[config.mk]
export PLATFORM = sky130hd
export DESIGN_NAME = button_debounce_event_latch_core_flat
export DESIGN_NICKNAME = d
export VERILOG_FILES = /design/src/rtl/bdel_pkg.sv /design/src/rtl/bdel_if.sv /design/src/rtl/bdel_lane.sv /design/src/rtl/bdel_merge.sv /design/src/rtl/button_debounce_event_latch_core.sv /design/src/flat_wrapper.sv
export SDC_FILE = /design/constraint.sdc
export NUM_CORES = 1
export LEC_CHECK = 0
export BUFFER_PORTS_ARGS = -buffer_cell sky130_fd_sc_hd__buf_2
export CORE_AREA = 2 2 185 187
export CTS_BUF_LIST = sky130_fd_sc_hd__clkbuf_8 sky130_fd_sc_hd__clkbuf_16
export CTS_CLUSTER_SIZE = 28
export DETAILED_ROUTE_END_ITERATION = 7
export DIE_AREA = 0 0 187 189
export SLEW_MARGIN = 40
export SYNTH_ARGS = -nofsm -noshare
export SYNTH_HDL_FRONTEND = slang
export SYNTH_SLANG_ARGS = --single-unit
[constraint.sdc]
create_clock -name i_clk -period 8.8 [get_ports i_clk]
set_input_delay 0.44 -clock i_clk [delete_from_list [all_inputs] [get_ports i_clk]]
set_output_delay 0.44 -clock i_clk [all_outputs]
set_load 0.02 [all_outputs]
[src/rtl/bdel_pkg.sv]
// Shared types and constants for the button debounce / event latch block.
// No dependencies; imported by every module of the block.
package bdel_pkg;

    // Pending event codes, two bits per channel
    typedef enum logic [1:0] {
        EV_NONE     = 2'd0,
        EV_PRESSED  = 2'd1,
        EV_RELEASED = 2'd2
    } t_event;

    localparam int TIME_W  = 32;
    localparam int DEB_W   = 16;
    localparam int COUNT_W = 16;
    localparam int PADDR_W = 3;
    localparam int PDATA_W = 32;

    // Register index decoded from paddr[2] (registers at byte 0 and 4)
    localparam logic IDX_DEBOUNCE = 1'b0;
    localparam logic IDX_ACTIVE   = 1'b1;

    localparam logic [DEB_W-1:0] DEBOUNCE_RESET = 16'd20;

    // What one lane reports to the merge stage
    typedef struct packed {
        logic                pressed;
        t_event              ev_code;
        logic [COUNT_W-1:0]  count;
    } t_lane_stat;

endpackage

[src/rtl/bdel_if.sv]
// Valid/ready channel interfaces for the sample input and the result output.
// Depends on bdel_pkg for field widths.
interface bdel_in_if
    import bdel_pkg::*;
#(
    parameter int CHANNELS = 2
);
    localparam int SEL_W = (CHANNELS > 1) ? $clog2(CHANNELS) : 1;

    logic                valid;
    logic                ready;
    logic [CHANNELS-1:0] pin_levels;
    logic [TIME_W-1:0]   now_ms;
    logic [CHANNELS-1:0] event_read_mask;
    logic [SEL_W-1:0]    count_channel;

    modport source (output valid, pin_levels, now_ms, event_read_mask, count_channel,
                    input ready);
    modport sink   (input valid, pin_levels, now_ms, event_read_mask, count_channel,
                    output ready);
endinterface

interface bdel_out_if
    import bdel_pkg::*;
#(
    parameter int CHANNELS = 2
);
    logic                  valid;
    logic                  ready;
    logic [CHANNELS-1:0]   pressed_mask;
    logic [2*CHANNELS-1:0] event_codes;
    logic [COUNT_W-1:0]    press_count;

    modport source (output valid, pressed_mask, event_codes, press_count, input ready);
    modport sink   (input valid, pressed_mask, event_codes, press_count, output ready);
endinterface

[src/rtl/bdel_lane.sv]
// One debounce lane: five-state machine, press counter and pending event latch.
// Depends on bdel_pkg.
module bdel_lane
    import bdel_pkg::*;
(
    input  logic               i_clk,
    input  logic               i_rst_n,
    input  logic               i_step,
    input  logic               i_active,
    input  logic [TIME_W-1:0]  i_now,
    input  logic [DEB_W-1:0]   i_debounce_ms,
    input  logic               i_clear,
    output t_lane_stat         o_stat
);

    typedef enum logic [2:0] {
        S_IDLE        = 3'd0,
        S_DEB_PRESS   = 3'd1,
        S_DEB_RELEASE = 3'd2,
        S_PRESSED     = 3'd3,
        S_RELEASED    = 3'd4
    } t_dstate;

    t_dstate             r_state,   n_state;
    logic [TIME_W-1:0]   r_start,   n_start;
    logic                r_pressed, n_pressed;
    logic [COUNT_W-1:0]  r_count,   n_count;
    t_event              r_event,   n_event;
    logic                w_expired;

    // wrapping elapsed time
    assign w_expired = (i_now - r_start) >= {{(TIME_W-DEB_W){1'b0}}, i_debounce_ms};

    always_comb begin
        n_state   = r_state;
        n_start   = r_start;
        n_pressed = r_pressed;
        n_count   = r_count;
        n_event   = r_event;
        unique case (r_state)
            S_DEB_PRESS: begin
                if (w_expired) begin
                    n_pressed = 1'b1;
                    n_count   = r_count + COUNT_W'(1);
                    n_state   = S_PRESSED;
                    n_event   = EV_PRESSED;
                end else if (!i_active) begin
                    n_state = S_IDLE;
                end
            end
            S_DEB_RELEASE: begin
                if (w_expired) begin
                    n_pressed = 1'b0;
                    n_state   = S_RELEASED;
                    n_event   = EV_RELEASED;
                end else if (i_active) begin
                    n_state = S_IDLE;
                end
            end
            S_PRESSED: begin
                if (!i_active) n_state = S_IDLE;
            end
            S_RELEASED: begin
                if (i_active) n_state = S_IDLE;
            end
            default: begin
                n_start = i_now;
                n_state = i_active ? S_DEB_PRESS : S_DEB_RELEASE;
            end
        endcase
    end

    // result shows the event before this transfer's read clears it
    assign o_stat = '{pressed: n_pressed, ev_code: n_event, count: n_count};

    always_ff @(posedge i_clk) begin
        if (!i_rst_n) begin
            r_state   <= S_IDLE;
            r_start   <= '0;
            r_pressed <= 1'b0;
            r_count   <= '0;
            r_event   <= EV_NONE;
        end else if (i_step) begin
            r_state   <= n_state;
            r_start   <= n_start;
            r_pressed <= n_pressed;
            r_count   <= n_count;
            r_event   <= i_clear ? EV_NONE : n_event;
        end
    end

endmodule

[src/rtl/bdel_merge.sv]
// Merge stage: packs the lane reports into one result and holds it in the
// output register. Depends on bdel_pkg.
module bdel_merge
    import bdel_pkg::*;
#(
    parameter int CHANNELS = 2,
    parameter int SEL_W    = 1
)(
    input  logic                  i_clk,
    input  logic                  i_rst_n,
    input  logic                  i_load,
    input  t_lane_stat            i_stat [CHANNELS],
    input  logic [SEL_W-1:0]      i_sel,
    input  logic                  i_out_ready,
    output logic                  o_in_ready,
    output logic                  o_valid,
    output logic [CHANNELS-1:0]   o_pressed_mask,
    output logic [2*CHANNELS-1:0] o_event_codes,
    output logic [COUNT_W-1:0]    o_press_count
);

    logic                  r_valid;
    logic [CHANNELS-1:0]   r_pressed_mask, n_pressed_mask;
    logic [2*CHANNELS-1:0] r_event_codes,  n_event_codes;
    logic [COUNT_W-1:0]    r_press_count,  n_press_count;

    always_comb begin
        n_pressed_mask = '0;
        n_event_codes  = '0;
        n_press_count  = '0;   // selection beyond the channel count reads zero
        for (int c = 0; c < CHANNELS; c++) begin
            n_pressed_mask[c]       = i_stat[c].pressed;
            n_event_codes[2*c +: 2] = i_stat[c].ev_code;
            if (i_sel == SEL_W'(c)) begin
                n_press_count = i_stat[c].count;
            end
        end
    end

    assign o_in_ready = !r_valid || i_out_ready;

    always_ff @(posedge i_clk) begin
        if (!i_rst_n) begin
            r_valid <= 1'b0;
        end else if (o_in_ready) begin
            r_valid <= i_load;
        end
    end

    always_ff @(posedge i_clk) begin
        if (i_load) begin
            r_pressed_mask <= n_pressed_mask;
            r_event_codes  <= n_event_codes;
            r_press_count  <= n_press_count;
        end
    end

    assign o_valid        = r_valid;
    assign o_pressed_mask = r_pressed_mask;
    assign o_event_codes  = r_event_codes;
    assign o_press_count  = r_press_count;

endmodule

[src/rtl/button_debounce_event_latch_core.sv]
// Button debounce and event latch, top level: APB registers, one debounce
// lane per channel and the merge/output stage. Depends on bdel_pkg, bdel_if,
// bdel_lane and bdel_merge.
//
// Takes one sample transfer per clock and returns one result transfer per
// sample, in the following cycle through the output register; a new sample is taken
// while the previous result waits, as long as the output side takes results.
// Each channel has its own lane whose state machine steps on every accepted
// sample, so the rate is set only by the output handshake. Debounce is timed
// on the wrapping now_ms field against debounce_ms (APB byte 0), and pin
// polarity comes from active_level_mask (APB byte 4, bit set = active high).
// A pending event stays latched until a sample sets its event_read_mask bit;
// the result of that sample still shows it. Write registers only while idle.
module button_debounce_event_latch_core
    import bdel_pkg::*;
#(
    parameter int CHANNELS = 2
)(
    input  logic               i_clk,
    input  logic               i_rst_n,
    bdel_in_if.sink            i_in,
    bdel_out_if.source         o_out,
    input  logic               psel,
    input  logic               penable,
    input  logic               pwrite,
    input  logic [PADDR_W-1:0] paddr,
    input  logic [PDATA_W-1:0] pwdata,
    output logic [PDATA_W-1:0] prdata,
    output logic               pready
);

    localparam int SEL_W = (CHANNELS > 1) ? $clog2(CHANNELS) : 1;

    logic [DEB_W-1:0]    r_debounce_ms;
    logic [CHANNELS-1:0] r_active_mask;
    logic                w_cfg_wr;
    logic                w_in_ready;
    logic                w_accept;
    t_lane_stat          w_stat [CHANNELS];

    // APB registers
    assign pready   = 1'b1;
    assign w_cfg_wr = psel && penable && pwrite;

    always_ff @(posedge i_clk) begin
        if (!i_rst_n) begin
            r_debounce_ms <= DEBOUNCE_RESET;
            r_active_mask <= '0;
        end else if (w_cfg_wr) begin
            unique case (paddr[2])
                IDX_DEBOUNCE: r_debounce_ms <= pwdata[DEB_W-1:0];
                IDX_ACTIVE:   r_active_mask <= pwdata[CHANNELS-1:0];
                default:      r_debounce_ms <= r_debounce_ms;
            endcase
        end
    end

    always_comb begin
        unique case (paddr[2])
            IDX_DEBOUNCE: prdata = PDATA_W'(r_debounce_ms);
            IDX_ACTIVE:   prdata = PDATA_W'(r_active_mask);
            default:      prdata = '0;
        endcase
    end

    assign w_accept   = i_in.valid && w_in_ready;
    assign i_in.ready = w_in_ready;

    for (genvar c = 0; c < CHANNELS; c++) begin : g_lane
        bdel_lane u_lane (
            .i_clk         (i_clk),
            .i_rst_n       (i_rst_n),
            .i_step        (w_accept),
            .i_active      (i_in.pin_levels[c] == r_active_mask[c]),
            .i_now         (i_in.now_ms),
            .i_debounce_ms (r_debounce_ms),
            .i_clear       (i_in.event_read_mask[c]),
            .o_stat        (w_stat[c])
        );
    end

    bdel_merge #(
        .CHANNELS (CHANNELS),
        .SEL_W    (SEL_W)
    ) u_merge (
        .i_clk          (i_clk),
        .i_rst_n        (i_rst_n),
        .i_load         (w_accept),
        .i_stat         (w_stat),
        .i_sel          (i_in.count_channel),
        .i_out_ready    (o_out.ready),
        .o_in_ready     (w_in_ready),
        .o_valid        (o_out.valid),
        .o_pressed_mask (o_out.pressed_mask),
        .o_event_codes  (o_out.event_codes),
        .o_press_count  (o_out.press_count)
    );

endmodule

[src/flat_wrapper.sv]
// flat-port wrapper written by rule: the top's interface ports become plain ports
module button_debounce_event_latch_core_flat import bdel_pkg::*;
#(
    parameter int CHANNELS = 2
)
  (i_clk, i_rst_n, psel, penable, pwrite, paddr, pwdata, prdata, pready, i_in_valid, i_in_pin_levels, i_in_now_ms, i_in_event_read_mask, i_in_count_channel, i_in_ready, o_out_valid, o_out_pressed_mask, o_out_event_codes, o_out_press_count, o_out_ready);
  bdel_in_if #(.CHANNELS(CHANNELS)) i_in_i ();
  bdel_out_if #(.CHANNELS(CHANNELS)) o_out_i ();
  input  logic i_clk;
  input  logic i_rst_n;
  input  logic psel;
  input  logic penable;
  input  logic pwrite;
  input  logic [PADDR_W-1:0] paddr;
  input  logic [PDATA_W-1:0] pwdata;
  output logic [PDATA_W-1:0] prdata;
  output logic pready;
  input wire logic [$bits(i_in_i.valid)-1:0] i_in_valid;
  input wire logic [$bits(i_in_i.pin_levels)-1:0] i_in_pin_levels;
  input wire logic [$bits(i_in_i.now_ms)-1:0] i_in_now_ms;
  input wire logic [$bits(i_in_i.event_read_mask)-1:0] i_in_event_read_mask;
  input wire logic [$bits(i_in_i.count_channel)-1:0] i_in_count_channel;
  output wire logic [$bits(i_in_i.ready)-1:0] i_in_ready;
  output wire logic [$bits(o_out_i.valid)-1:0] o_out_valid;
  output wire logic [$bits(o_out_i.pressed_mask)-1:0] o_out_pressed_mask;
  output wire logic [$bits(o_out_i.event_codes)-1:0] o_out_event_codes;
  output wire logic [$bits(o_out_i.press_count)-1:0] o_out_press_count;
  input wire logic [$bits(o_out_i.ready)-1:0] o_out_ready;
  assign i_in_i.valid = i_in_valid;
  assign i_in_i.pin_levels = i_in_pin_levels;
  assign i_in_i.now_ms = i_in_now_ms;
  assign i_in_i.event_read_mask = i_in_event_read_mask;
  assign i_in_i.count_channel = i_in_count_channel;
  assign i_in_ready = i_in_i.ready;
  assign o_out_valid = o_out_i.valid;
  assign o_out_pressed_mask = o_out_i.pressed_mask;
  assign o_out_event_codes = o_out_i.event_codes;
  assign o_out_press_count = o_out_i.press_count;
  assign o_out_i.ready = o_out_ready;
  button_debounce_event_latch_core #(.CHANNELS(CHANNELS)) u_core (.i_clk(i_clk), .i_rst_n(i_rst_n), .i_in(i_in_i), .o_out(o_out_i), .psel(psel), .penable(penable), .pwrite(pwrite), .paddr(paddr), .pwdata(pwdata), .prdata(prdata), .pready(pready));
endmodule
# Yosys cells after proc, flatten, opt, wreduce, memory -nomap -nowiden
# Index checks and enable logic that the tools add are counted.
# totals
regBits	149
inputBits	79
out_inout_bits	57
elab_cells	78
# op_classes
add_sub_neg	4
magnitude_cmp	2
n_eq_ne	10
mux	32
bitwise_logic	3
n_reduce_logical	11
# ops
operator	count
two-way mux 16 bit	5
greater-or-equal comparator 32 x 16 -> 1 bit	2
case mux 32 bit (2 select lines)	1
subtractor 32 bit	2
adder 16 x 1 -> 16 bit, second input constant	2
two-way mux 3 bit	8
case mux 3 bit (4 select lines)	2
two-way mux 2 bit	8
equality test 3 x 2 -> 1 bit, second input constant	4
case mux 2 bit (2 select lines)	2
AND reduction 2 bit	4
OR reduction 4 bit	2
equality test 3 x 1 -> 1 bit, second input constant	2
equality test 3 bit, second input constant	2
two-way mux 1 bit	4
case mux 1 bit (2 select lines)	2
logical AND 1 bit	3
NOT 1 bit	3
equality test 1 bit	2
logical NOT 1 bit	1
logical OR 1 bit	1

# Longest topological paths before layout
# Gate-level depths: netlist (run 1).
# logic_depth
depth_word	5
ltp_mapped	24
ltp_nobuf	22

# Modules after synthesis
# A second synthesis (run 1) with hierarchy kept.
# hier_totals
cells_unflattened	1622
hier_area_um2	12400.6
# by_module_without_submodules
mod	instances	cells_each	area_each_um2	seq_area_each_um2
bdel_lane at u_core.g_lane[0].u_lane	1	750	5303.8	1081.0
bdel_lane at u_core.g_lane[1].u_lane	1	710	5112.4	1081.0
button_debounce_event_latch_core	1	118	1037.2	360.3
bdel_merge	1	44	947.2	680.7

# Worst setup path after synthesis (run 1)
# OpenSTA, ideal clock, no wires.
# synth_path
path_kind	input port to flip-flop
from	in i_in_now_ms[0]
to	reg u_core.u_merge.r_press_count[11] (netlist: u_core.u_merge.o_press_count[11]), data pin
setup_ps	275
arrival_time_ps	4401
required_time_ps	8525
setup_slack_ps	4124
path_stages	21
n_path_buf	2
path_cell_list	inv_1 -> ha_1 -> fa_1 -> and2b_1 -> o2111ai_2 -> a2111oi_2 -> nor2_1 -> xnor2_1 -> ha_1 -> a21oi_1 -> a21boi_0 -> nor3_1 -> o2111ai_1 -> nor4_1 -> o2111ai_1 -> or4b_1 -> buf_2 -> buf_2 -> nand3b_1 -> mux2i_1 -> o211ai_1
# synth_via
elab_chain_len	5
word_cells_on_any_way	9
# synth_rtl
item	line_no	source
start, declared	flat_wrapper.sv:20	input wire logic [$bits(i_in_i.now_ms)-1:0] i_in_now_ms;
subtractor 32 bit	bdel_lane.sv:32	assign w_expired = (i_now - r_start) >= {{(TIME_W-DEB_W){1'b0}}, i_debounce_ms};
greater-or-equal comparator 32 x 16 -> 1 bit	bdel_lane.sv:32	
two-way mux 16 bit	bdel_lane.sv:42	if (w_expired) begin
two-way mux 16 bit	bdel_lane.sv:40	unique case (r_state)
two-way mux 16 bit *	bdel_merge.sv:34	if (i_sel == SEL_W'(c)) begin
net u_core.u_merge.n_press_count[11]	bdel_merge.sv:25	logic [COUNT_W-1:0] r_press_count, n_press_count;
end signal, assigned	bdel_merge.sv:54	r_press_count <= n_press_count;
end, declared	bdel_merge.sv:25	
# Mark *: on every way through the listed nets, which the timed path passes. The rest lies on a longest branch.
# A chain may end at the register's enable or synchronous reset.

# Final worst setup path (run 1)
# layout_path
from	reg u_core.g_lane[1].u_lane.r_start[4]
to	reg u_core.u_merge.r_press_count[6] (netlist: u_core.u_merge.o_press_count[6]), data pin
# layout_via
elab_chain_len	5
# layout_rtl
item	line_no	source
start, declared	bdel_lane.sv:25	logic [TIME_W-1:0] r_start, n_start;
start signal, assigned	bdel_lane.sv:85	r_start <= n_start;
subtractor 32 bit	bdel_lane.sv:32	
greater-or-equal comparator 32 x 16 -> 1 bit	bdel_lane.sv:32	
two-way mux 16 bit	bdel_lane.sv:42	
two-way mux 16 bit	bdel_lane.sv:40	
two-way mux 16 bit	bdel_merge.sv:34	
net u_core.u_merge.n_press_count[6]	bdel_merge.sv:25	
# The timed path passes the listed nets, and every way through them passes these cells.

==> results.json, run 1 <==
{
  "crit_path_end_kind": "flip-flop",
  "swShare_pct": 35.8,
  "min-delay-start": "pwdata[2]",
  "cts_resized": 0,
  "leakage_nw": 5.06,
  "grtUsageTotal_pct": 18.8,
  "cap_violations": 0,
  "synth_cell_type_count": 84,
  "yosys_most_used_dff": "dfxtp_1",
  "post_dp_cell_area_um2": 12500,
  "drc": 0,
  "finalCriticalPeriod_ps": 5590,
  "diodes": 0,
  "grt_setup_unrepaired": "no",
  "required_ps": 8960,
  "via_per_inst": 5.37,
  "synth_compound_area_share_pct": 21.5,
  "irDropWorstVdd_v": 0.000146,
  "clk_latency_ps": 450,
  "die_area_um2": 35300,
  "synth_edf_count": 22,
  "yosys.area_share.simple_pct": 25.2,
  "critPathLaunchType": "flip-flop",
  "fin_crit_sh_pct": 63.5,
  "worstHoldEndpoint": "u_core.r_debounce_ms[2]",
  "cts_tree": "done",
  "fin_ws_ps": 3210,
  "die-width_um": 187,
  "vias": 11197,
  "coreArea_um2": 33300,
  "first_pass_iters": 5,
  "p_seq_share_pct": 34.3,
  "status": "finished, final reports clean",
  "h-tree-depth": 4,
  "yosysTopAreaCellShare_pct": 21.5,
  "synth-adder-area-share_pct": 10.5,
  "clock_skew_ps": 9.26,
  "synth_xor_area_share_pct": 5.62,
  "io_buffers": 100,
  "synth_top_family_by_area": "simple AND/OR/NAND/NOR gates",
  "finalWeightedCongestion": 0.903,
  "p_int_mw": 1.41,
  "cts_buffer_depth": 2,
  "clkPwrFrac_pct": 34.0,
  "die_y_um": 189,
  "io_pins": 136,
  "p_sw_mw": 0.791,
  "cp.arrival_ps": 5750,
  "fill_cells": 3505,
  "slowest_stage": "or2_1",
  "p_comb_share_pct": 31.7,
  "crit_chain": "inv_1 -> ha_1 -> a21o_1 -> a31o_2 -> nor2_1 -> nor2_1 -> o21ai_0 -> nand2b_1 -> a21oi_1 -> o21bai_1 -> xor2_1 -> ha_1 -> a21o_1 -> a21o_1 -> a211oi_1 -> o221ai_1 -> a2111oi_0 -> nand4_1 -> nor4_4 -> buf_4 -> or2_1 -> or4_1 -> o211ai_1",
  "overflow": 0,
  "final-seq-area_um2": 3200,
  "synth-seq-area-share_pct": 27.0,
  "postCtsHoldBufs": 0,
  "hold_violations": 0,
  "final_area_um2": 13100,
  "hp-class": "input pin to flip-flop",
  "ant_nets": 0,
  "synth_area_leaders": "dfxtp_1 (21%), ha_1 (10%), nand2_1 (8.7%)",
  "tightestPinTransition_ps": 728,
  "syn_to_final_growth_pct": 10.7,
  "slew_headroom_pct": 50.9,
  "multiInputGateArea_um2": 7800,
  "slew_violations": 0,
  "cts.sinks": 149,
  "post-place-ws_ps": 3010,
  "p_per_area_nw_per_um2": 168,
  "r2r-start": "u_core.g_lane[1].u_lane.r_start[4]",
  "reg2reg_to": "u_core.u_merge.o_press_count[6]",
  "syn-cell-area_um2": 11800,
  "postSynthAreaPerCell_um2": 7.46,
  "reg2reg_depth": 23,
  "synth_top_cell_by_area": "dfxtp_1",
  "grt_pass1_wl_um": 53800,
  "initial_core_util_pct": 35.6,
  "synthArstFlopShare_pct": 0,
  "cp_max_fo": 23,
  "setup_viol": 0,
  "antenna_found_initial": 0,
  "r2r_slack_ps": 3210,
  "hpwl_um": 25300,
  "rows": 67,
  "synth.mux.area_fraction_pct": 2.46,
  "tns_ps": 0,
  "grt_pass1_vias": 10501,
  "nNetsFinal": 1801,
  "whs_path_depth": 3,
  "syn_inst": 1589,
  "wl_per_cell_um": 15.9,
  "crit_top_cell": "a21o_1",
  "cpPeakStageDelay_ps": 550,
  "cts_setup_buffers": 0,
  "drt_iter0_markers": 628,
  "drive_above_1_share_pct": 10.2,
  "grt_max_degree": 66,
  "clockRootBuffer": "clkbuf_16",
  "cts_buffers": 17,
  "ys_warn_count": 0,
  "clk_transition_reported_paths_ps": 70,
  "critPathKind": "flip-flop to flip-flop",
  "max_clock_freq_mhz": 179,
  "ys_ff_latch": 149,
  "wl_um": 33200
}
==> per-layer routing <==
metal,GRT usage [%],part of all wire [%],vias up
met4,5.86,1.8,0
met5,0,0,-
li1,-,-,5654
met3,2.82,4.0,31
met2,33.1,48,251
met1,23.7,46,5261
==> per-stage QoR <==
stage	instances	hold slack (ps)	total power, mW	utilization (%)
floorplan	1604	430	1.30	-
global placement	2053	441	1.45	37.6
detailed placement	2053	446	1.47	37.6
CTS	2085	209	2.22	39.4
global route	2085	224	2.34	39.4
finish	2085	229	2.21	39.4
==> area by class of cell <==
| type | count | share of cell area [%] |
|---|---|---|
| multi-input combinational | 1244 | 59.5 |
| sequential | 149 | 24.4 |
| tap | 448 | 4.27 |
| timing repair buffer | 107 | 4.22 |
| clock buffer | 17 | 3.24 |
| inverter | 105 | 3.04 |
| clock inverter | 15 | 1.29 |
==> Yosys cell counts, types with 5 or more instances <==
master / count
a31oi_1: 12
nand3_1: 37
nor2_1: 113
nand2_1: 274
o221ai_1: 5
mux2i_1: 28
xor2_1: 31
nand2b_1: 26
and3_1: 11
ha_1: 96
o31ai_1: 7
a21o_1: 30
inv_1: 105
nor3_1: 28
nor2b_1: 8
o2111ai_1: 8
and4_1: 6
o21ai_0: 46
clkbuf_1: 72
o21a_1: 17
o21bai_1: 10
xnor2_1: 45
nor4_1: 17
and2_1: 10
nand3b_1: 8
nand4_1: 46
o21ai_1: 8
dfxtp_1: 127
a211oi_1: 14
o211ai_1: 23
a21oi_1: 167
edfxtp_1: 22
or3_1: 9
buf_2: 8
or4_1: 10
buf_4: 19
==> sequential cells by signal, summed over array words and instances, names as in the netlist <==
signal / flops
u_core.g_lane.u_lane.r_start: 64
u_core.g_lane.u_lane.r_count: 32
u_core.r_debounce_ms: 16
u_core.u_merge.o_press_count: 16
u_core.g_lane.u_lane.r_state: 6
u_core.g_lane.u_lane.r_event: 4
u_core.u_merge.o_event_codes: 4
u_core.g_lane.u_lane.r_pressed: 2
u_core.r_active_mask: 2
u_core.u_merge.o_pressed_mask: 2
u_core.u_merge.o_valid: 1
==> how the worst max path moves through the flow <==
stage	startpoint	end	slack [ps]
after detailed placement	i_in_now_ms[4]	u_core.u_merge.o_press_count[6]	3010
after global placement	i_in_now_ms[0]	u_core.u_merge.o_press_count[6]	3060
after floorplan	i_in_now_ms[0]	u_core.u_merge.o_press_count[11]	4120
after global routing	u_core.g_lane[1].u_lane.r_start[4]	u_core.u_merge.o_press_count[6]	2770
final	u_core.g_lane[1].u_lane.r_start[4]	u_core.u_merge.o_press_count[6]	3210
after CTS	u_core.g_lane[1].u_lane.r_start[4]	u_core.u_merge.o_press_count[6]	3240
==> kinds of logic (layout without fill, tap and decap cells) <==
family                     Yosys count  count (layout)
muxes                               29              29
buffers and inverters              211             244
AOI/OAI and AO/OA                  397             397
other                                2              17
adders and majority gates           98              98
DFF                                149             149
xor gates and xnor gates            76              76
and+or+nand+nor                    627             627
==> critical path, delay by kind of cell (launching register included) <==
family                   cells  cell delay (ps)
XOR/XNOR                     1              160
AO/OA/AOI/OAI               11             2240
buffers and inverters        2              350
adder cells (fa/ha/maj)      2              660
flip-flops                   1              330
AND/OR/NAND/NOR              7             1540
==> cells in the final DEF (no fill, tap or decap), types with 8 or more instances in the layout <==
| master | netlist | final |
|---|---|---|
| nand2_1 | 274 | 273 |
| a21oi_1 | 167 | 167 |
| dfxtp_1 | 127 | 127 |
| nor2_1 | 113 | 112 |
| inv_1 | 105 | 104 |
| buf_2 | 8 | 100 |
| ha_1 | 96 | 96 |
| nand4_1 | 46 | 46 |
| o21ai_0 | 46 | 46 |
| xnor2_1 | 45 | 45 |
| nand3_1 | 37 | 37 |
| xor2_1 | 31 | 31 |
| a21o_1 | 30 | 30 |
| nor3_1 | 28 | 28 |
| mux2i_1 | 28 | 28 |
| nand2b_1 | 26 | 26 |
| o211ai_1 | 23 | 23 |
| edfxtp_1 | 22 | 22 |
| o21a_1 | 17 | 17 |
| nor4_1 | 17 | 17 |
| conb_1 | 2 | 17 |
| clkbuf_16 | 0 | 17 |
| a211oi_1 | 14 | 14 |
| a31oi_1 | 12 | 12 |
| and3_1 | 11 | 11 |
| o21bai_1 | 10 | 10 |
| or4_1 | 10 | 10 |
| or3_1 | 9 | 9 |
| and2_1 | 10 | 9 |
| nor2b_1 | 8 | 8 |
| o2111ai_1 | 8 | 8 |
| o21ai_1 | 8 | 8 |
| nand3b_1 | 8 | 8 |
==> power groups by stage <==
stage	clock [mW]	sequential [mW]	combinational (mW)
floorplan	0	0.772	0.524
global placement	0	0.771	0.682
detailed placement	0	0.772	0.694
CTS	0.770	0.757	0.697
global route	0.790	0.761	0.785
finish	0.751	0.757	0.698
No activity file was read; power rests on OpenSTA's default activity.
==> run 2: changes to the inputs <==
--- a/config.mk
+++ b/config.mk
@@ -5,12 +5,13 @@
 export SDC_FILE = /design/constraint.sdc
 export NUM_CORES = 1
 export LEC_CHECK = 0
+export ABC_AREA = 1
 export BUFFER_PORTS_ARGS = -buffer_cell sky130_fd_sc_hd__buf_2
-export CORE_AREA = 2 2 185 187
+export CORE_AREA = 2 2 190 192
 export CTS_BUF_LIST = sky130_fd_sc_hd__clkbuf_8 sky130_fd_sc_hd__clkbuf_16
 export CTS_CLUSTER_SIZE = 28
 export DETAILED_ROUTE_END_ITERATION = 7
-export DIE_AREA = 0 0 187 189
+export DIE_AREA = 0 0 192 194
 export SLEW_MARGIN = 40
 export SYNTH_ARGS = -nofsm -noshare
 export SYNTH_HDL_FRONTEND = slang
==> constraint.sdc (replaced) <==
create_clock -name i_clk -period 5.35 [get_ports i_clk]
set_input_delay 0.2675 -clock i_clk [delete_from_list [all_inputs] [get_ports i_clk]]
set_output_delay 0.2675 -clock i_clk [all_outputs]
set_load 0.02 [all_outputs]
==> run 2 against run 1 <==
Against the previous run: synthesized cell count up 30%; clock-buffer cell count unchanged; largest cell class unchanged; worst setup slack worse by 2200 ps; highest routed layer unchanged; register-to-register slack worse by 2200 ps; routed wire length up 5.9%; critical endpoint is now u_core.u_merge.o_press_count[1]; hold slack worse by 190 ps; combinational power up 130%; non-clock buffer count up 1; via count up 12%.
==> results.json, run 2 <==
{
  "grt_pass1_vias": 11400,
  "crit_top_cell": "nand2_1",
  "slew_headroom_pct": 51.9,
  "mostFrequentLayoutCell": "nand2_1",
  "ys_warn_count": 0,
  "synth_top_cell_by_area": "dfxtp_1",
  "synth_edf_count": 22,
  "yosys-top-cells-count": "nand2_1 (597), inv_1 (386), a21oi_1 (178)",
  "synth-seq-area-share_pct": 25.7,
  "fill_cells": 3904,
  "total_power_mw": 4.17,
  "clk_latency_ps": 460,
  "synth.most_common_cell": "nand2_1",
  "p_per_area_nw_per_um2": 299,
  "clockRootBuffer": "clkbuf_16",
  "io_buffers": 100,
  "syn_inst": 2060,
  "hp-class": "input pin to flip-flop",
  "grt_pass1_wl_um": 57400,
  "setup_viol": 0,
  "cts_tree": "done",
  "vias": 12523,
  "cap_violations": 0,
  "cts_resized": 0,
  "hpwl_um": 28100,
  "min-delay-start": "pwdata[2]",
  "die_area_um2": 37200,
  "required_ps": 5550,
  "die-width_um": 192,
  "top_regs": "u_core.g_lane.u_lane.r_start x64, u_core.g_lane.u_lane.r_count x32",
  "largest_reg_flops": 64,
  "drive_above_1_share_pct": 7.76,
  "die_y_um": 194,
  "synth_area_leaders": "dfxtp_1 (20%), nand2_1 (18%), inv_1 (12%)",
  "wl_um": 35100,
  "crit_chain": "ha_1 -> fa_1 -> nand3b_1 -> nand2_1 -> nand2_1 -> nand2_1 -> nand2_1 -> nand2_1 -> xor2_1 -> ha_1 -> nand2_1 -> nor2_1 -> a211oi_1 -> nand2_1 -> nor2_1 -> nand2_1 -> nor2_1 -> nand2_1 -> nor2_4 -> nand2_4 -> nand2_2 -> nand2_1 -> o21ai_0 -> o21ai_0",
  "max_clock_freq_mhz": 233,
  "tightestPinTransition_ps": 720,
  "slowest_stage": "fa_1",
  "clk_transition_reported_paths_ps": 70,
  "largest_register": "u_core.g_lane.u_lane.r_start",
  "grtUsageTotal_pct": 19.2,
  "antenna_found_initial": 0,
  "ys_ff_latch": 149,
  "yosysTopAreaCellShare_pct": 20.4,
  "fin_ws_ps": 1060,
  "yosys_most_used_dff": "dfxtp_1",
  "overflow": 0,
  "coreArea_um2": 35200,
  "cts_buffers": 17,
  "initial_core_util_pct": 35.4,
  "finalWeightedCongestion": 0.892,
  "postSynthAreaPerCell_um2": 6.05,
  "irDropWorstVdd_v": 0.000250,
  "critPathLaunchType": "flip-flop",
  "fin_crit_sh_pct": 80.3,
  "syn_to_final_growth_pct": 11.9,
  "syn-cell-area_um2": 12500,
  "cpPeakStageDelay_ps": 400,
  "synthArstFlopShare_pct": 0,
  "critPathKind": "flip-flop to flip-flop",
  "drc": 0,
  "drt_iter0_markers": 789,
  "tns_ps": 0,
  "mostFrequentLayoutCells": "nand2_1 (597), inv_1 (388), a21oi_1 (178)",
  "cp.arrival_ps": 4490,
  "post-place-ws_ps": 958,
  "rows": 69,
  "via_per_inst": 4.79,
  "slew_violations": 0,
  "wl_per_cell_um": 13.4,
  "grt_max_degree": 59,
  "grt_setup_unrepaired": "no",
  "cts.sinks": 149,
  "nNetsFinal": 2317,
  "diodes": 0,
  "finalCriticalPeriod_ps": 4290,
  "cts_setup_buffers": 0,
  "cp_max_fo": 27,
  "critPathLaunch": "u_core.g_lane[0].u_lane.r_start[0]",
  "synth_cell_type_count": 42,
  "r2r-start": "u_core.g_lane[0].u_lane.r_start[0]",
  "cts_buffer_depth": 2,
  "crit_path_end_kind": "flip-flop",
  "ant_nets": 0,
  "postCtsHoldBufs": 0,
  "h-tree-depth": 4,
  "leakage_nw": 7.29,
  "hold_violations": 0,
  "io_pins": 136,
  "first_pass_iters": 5,
  "clock_skew_ps": 13.9,
  "status": "finished, final reports clean"
}
==> run 2: final timing paths <==
path	endpoint	depth (start not counted)	slack (ps)
hold reg to reg	u_core.g_lane[1].u_lane.r_start[28]	2	460
setup / recovery	u_core.u_merge.o_press_count[1]	24	1060
setup reg to reg	u_core.u_merge.o_press_count[1]	24	1060
hold / removal	u_core.r_debounce_ms[2]	3	40
==> run 2: kinds of logic (layout without fill, tap and decap cells) <==
group | after synthesis | in the layout | synth area share (%)
flops | 149 | 149 | 25.7
other cells | 2 | 17 | 0.0603
buf+inv | 457 | 535 | 14.4
simple gates | 989 | 989 | 33.4
fa+ha+maj | 98 | 98 | 9.96
xor+xnor | 41 | 41 | 2.94
compound gates | 324 | 324 | 13.5
==> run 2: layout make-up <==
class                      count  area [um2]  share of cell area, %
multi-input combinational   1469        7520                   53.9
sequential                   149        3200                   23.0
timing repair buffer         108         561                   4.02
inverter                     395        1480                   10.6
clock buffer                  17         425                   3.05
tap                          461         577                   4.14
clock inverter                15         180                   1.29
==> run 2: layer usage <==
metal  track usage (%)  routed length, um  part of all wire, %
met3              2.84               1650                  4.7
met4              4.72                406                  1.2
met1              26.7              17500                   50
met5                 0                  0                    0
met2              30.9              15600                   44
==> run 2: report_power, final <==
group / leakage, nW / internal, mW / switching (mW)
sequential: 1.27 / 1.25 / 0.0423
clock: 0.295 / 0.736 / 0.519
combinational: 5.73 / 0.550 / 1.07
==> run 2: stage by stage <==
step,hold WS (ps),utilization (%),instance area [um2],cells
3_5_place_dp,450,37.9,13300,2582
2_1_floorplan,394,-,12500,2075
3_3_place_gp,443,37.9,13300,2582
5_1_grt,61.0,39.6,13900,2614
6_report,40.2,39.6,13900,2614
4_1_cts,22.6,39.6,13900,2614
==> run 2: worst max-delay path: cells and delay by family (launching register included) <==
| family | cells | cell delay [ps] |
|---|---|---|
| simple gates | 17 | 2240 |
| fa+ha+maj | 3 | 860 |
| compound gates | 3 | 430 |
| flops | 1 | 310 |
| xor+xnor | 1 | 170 |
==> run 3: changes to the inputs <==
==> constraint.sdc (replaced) <==
create_clock -name i_clk -period 3.6 [get_ports i_clk]
set_input_delay 0.18 -clock i_clk [delete_from_list [all_inputs] [get_ports i_clk]]
set_output_delay 0.18 -clock i_clk [all_outputs]
set_load 0.02 [all_outputs]
==> run 3 against run 2 <==
Against the previous run: final area is 17% higher; clock-buffer cell count is 1 higher; maximum frequency is 23% higher; critical endpoint is now u_core.u_merge.o_press_count[12]; combinational power is 98% higher; via count is 6.2% higher; critical path type unchanged; critical path depth is 3 higher; non-clock buffer count is 157 higher; highest routed layer unchanged; routed wire length is 13% higher; clock power is 44% higher; hold slack worse by 23 ps; flip-flop and latch count stayed put; global-route usage is 1.9 points higher.
==> results.json, run 3 (synthesized netlist as in run 2, its figures left out) <==
{
  "hp-class": "input pin to flip-flop",
  "grt_max_degree": 84,
  "drt_iter0_markers": 739,
  "clk_latency_ps": 460,
  "grt_pass1_vias": 12101,
  "vias": 13305,
  "hold_violations": 0,
  "total_power_mw": 6.96,
  "fin_hold_ws_ps": 17.4,
  "first_pass_iters": 7,
  "grt_setup_unrepaired": "yes",
  "cp.arrival_ps": 3700,
  "slew_headroom_pct": 48.4,
  "wl_um": 39800,
  "irDropWorstVdd_v": 0.000382,
  "largest_reg_flops": 64,
  "finalCriticalPeriod_ps": 3490,
  "mostFrequentLayoutCell": "nand2_1",
  "hpwl_um": 30200,
  "critPathLaunchType": "flip-flop",
  "grt_pass1_wl_um": 62500,
  "cap_violations": 0,
  "syn_to_final_growth_pct": 30.5,
  "drc": 0,
  "min-delay-start": "pwdata[13]",
  "rows": 69,
  "coreArea_um2": 35200,
  "top_regs": "u_core.g_lane.u_lane.r_start x64, u_core.g_lane.u_lane.r_count x32",
  "finalNonFillerCells": 2773,
  "die_area_um2": 37200,
  "h-tree-depth": 4,
  "cts_buffers": 17,
  "ant_nets": 0,
  "grtUsageTotal_pct": 21.0,
  "reg2reg_to": "u_core.u_merge.o_press_count[12]",
  "worstHoldEndpoint": "u_core.r_debounce_ms[13]",
  "slowest_stage": "dfxtp_2",
  "r2r-start": "u_core.g_lane[0].u_lane.r_start[0]",
  "die-width_um": 192,
  "clock_skew_ps": 12.6,
  "final_util_pct": 46.2,
  "r2r_slack_ps": 110,
  "finalWeightedCongestion": 0.923,
  "critPathBufInv": 1,
  "whs_path_depth": 3,
  "place_inst": 2703,
  "leakage_nw": 8.18,
  "antenna_found_initial": 0,
  "p_per_area_nw_per_um2": 428,
  "cts_tree": "done",
  "overflow": 0,
  "cpPeakStageDelay_ps": 340,
  "critical_path.top_delay_family": "simple AND/OR/NAND/NOR gates",
  "cts_buffer_depth": 2,
  "mostFrequentLayoutCells": "nand2_1 (514), inv_1 (359), a21oi_1 (156)",
  "tightestPinTransition_ps": 773,
  "largest_register": "u_core.g_lane.u_lane.r_start",
  "clockRootBuffer": "clkbuf_16",
  "die_y_um": 194,
  "diodes": 0,
  "via_per_inst": 4.80,
  "status": "finished, final reports clean",
  "io_buffers": 100,
  "io_pins": 136,
  "crit_path_end_kind": "flip-flop",
  "initial_core_util_pct": 35.4,
  "slew_violations": 0,
  "required_ps": 3810,
  "fin_crit_sh_pct": 97.1,
  "crit_top_cell": "nand2_1",
  "reg2reg_depth": 27,
  "max_clock_freq_mhz": 286,
  "setup_viol": 0,
  "critPathKind": "flip-flop to flip-flop",
  "clk_transition_reported_paths_ps": 70,
  "drive_above_1_share_pct": 23.7,
  "wl_per_cell_um": 14.3,
  "cts.sinks": 149,
  "nNetsFinal": 2476,
  "cp_max_fo": 7
}
[run 3: cell types whose count changed in the layout (fill, tap and decap cells not counted), sizes merged, moves of 3 or more]
cell / change
buf: +148
bufinv: -3
dlygate4sd3: +9
clkinv: +3
clkinvlp: -3
[run 3: final cells by class]
type	instances	area, um2
fill	3656	19000
multi-input combinational	1471	8560
sequential	149	3220
timing repair buffer	265	1840
inverter	395	1480
tap	461	577
clock buffer	18	450
clock inverter	14	131
[run 3: worst reg2reg max path, stage by stage (launching register included)]
cell and delay [ps]:
dfxtp_2 340, ha_4 160, fa_2 340, nand3b_1 180, nand2_2 90, nand2_2 80
nand2_4 90, nand2_1 60, nand2_2 70, xor2_1 140, ha_1 250, nand2_1 90
nor2_1 60, a211oi_2 150, nand2_1 70, nor2_1 80, nand2_1 60, nor2_1 80
nand2_1 90, nor2_4 130, buf_12 160, nand2_8 110, nand2_1 100, nand2_1 50
nand2_1 70, nand2_1 50, nand2_1 50, nand2_1 80
[run 3: timing repair]
item / CTS / global route
setup endpoints to repair: 39 / 66
hold endpoints to repair: 11 / 0
gates resized for setup: 60 / 217
hold buffers: 9 / 0
gates cloned: 2 / 0
pin swaps: 24 / 93
buffers inserted: 7 / 20
[run 3: where the power goes]
group / leakage [nW] / switching, mW / internal (mW)
Clock: 0.288 / 0.865 / 0.954
Sequential: 1.27 / 0.0698 / 1.86
Combinational: 6.62 / 1.91 / 1.31
Total: 8.18 / 2.84 / 4.12
[run 3: layer usage]
layer  vias to the layer above  wire length (um)  global-route usage [%]
met5                         -                 0                       0
met4                         0               662                    5.60
met3                        43              1640                    2.62
met1                      6037             19600                    30.1
li1                       6934                 -                       -
met2                       291             17800                    33.2
[run 3: worst max-delay path by stage]
stage,from,end,cells after the start
3_3_place_gp,i_in_now_ms[0],u_core.u_merge.o_press_count[13],28
4_1_cts,u_core.g_lane[1].u_lane.r_start[10],u_core.u_merge.o_press_count[10],25
2_1_floorplan,u_core.g_lane[0].u_lane.r_start[0],u_core.u_merge.o_press_count[11],24
3_5_place_dp,i_in_now_ms[0],u_core.g_lane[0].u_lane.r_pressed,27
5_1_grt,u_core.g_lane[0].u_lane.r_start[2],u_core.u_merge.o_press_count[12],27
6_report,u_core.g_lane[0].u_lane.r_start[0],u_core.u_merge.o_press_count[12],27
[run 3: per-stage QoR]
| stage | worst slack (ps) | TNS (ps) | cell area [um2] |
|---|---|---|---|
| after floorplan | 175 | 0 | 12500 |
| after global placement | -138 | -2950 | 14300 |
| after detailed placement | -192 | -4600 | 14300 |
| after CTS | 0.603 | 0 | 15300 |
| after global routing | -143 | -3140 | 16300 |
| final | 105 | 0 | 16300 |
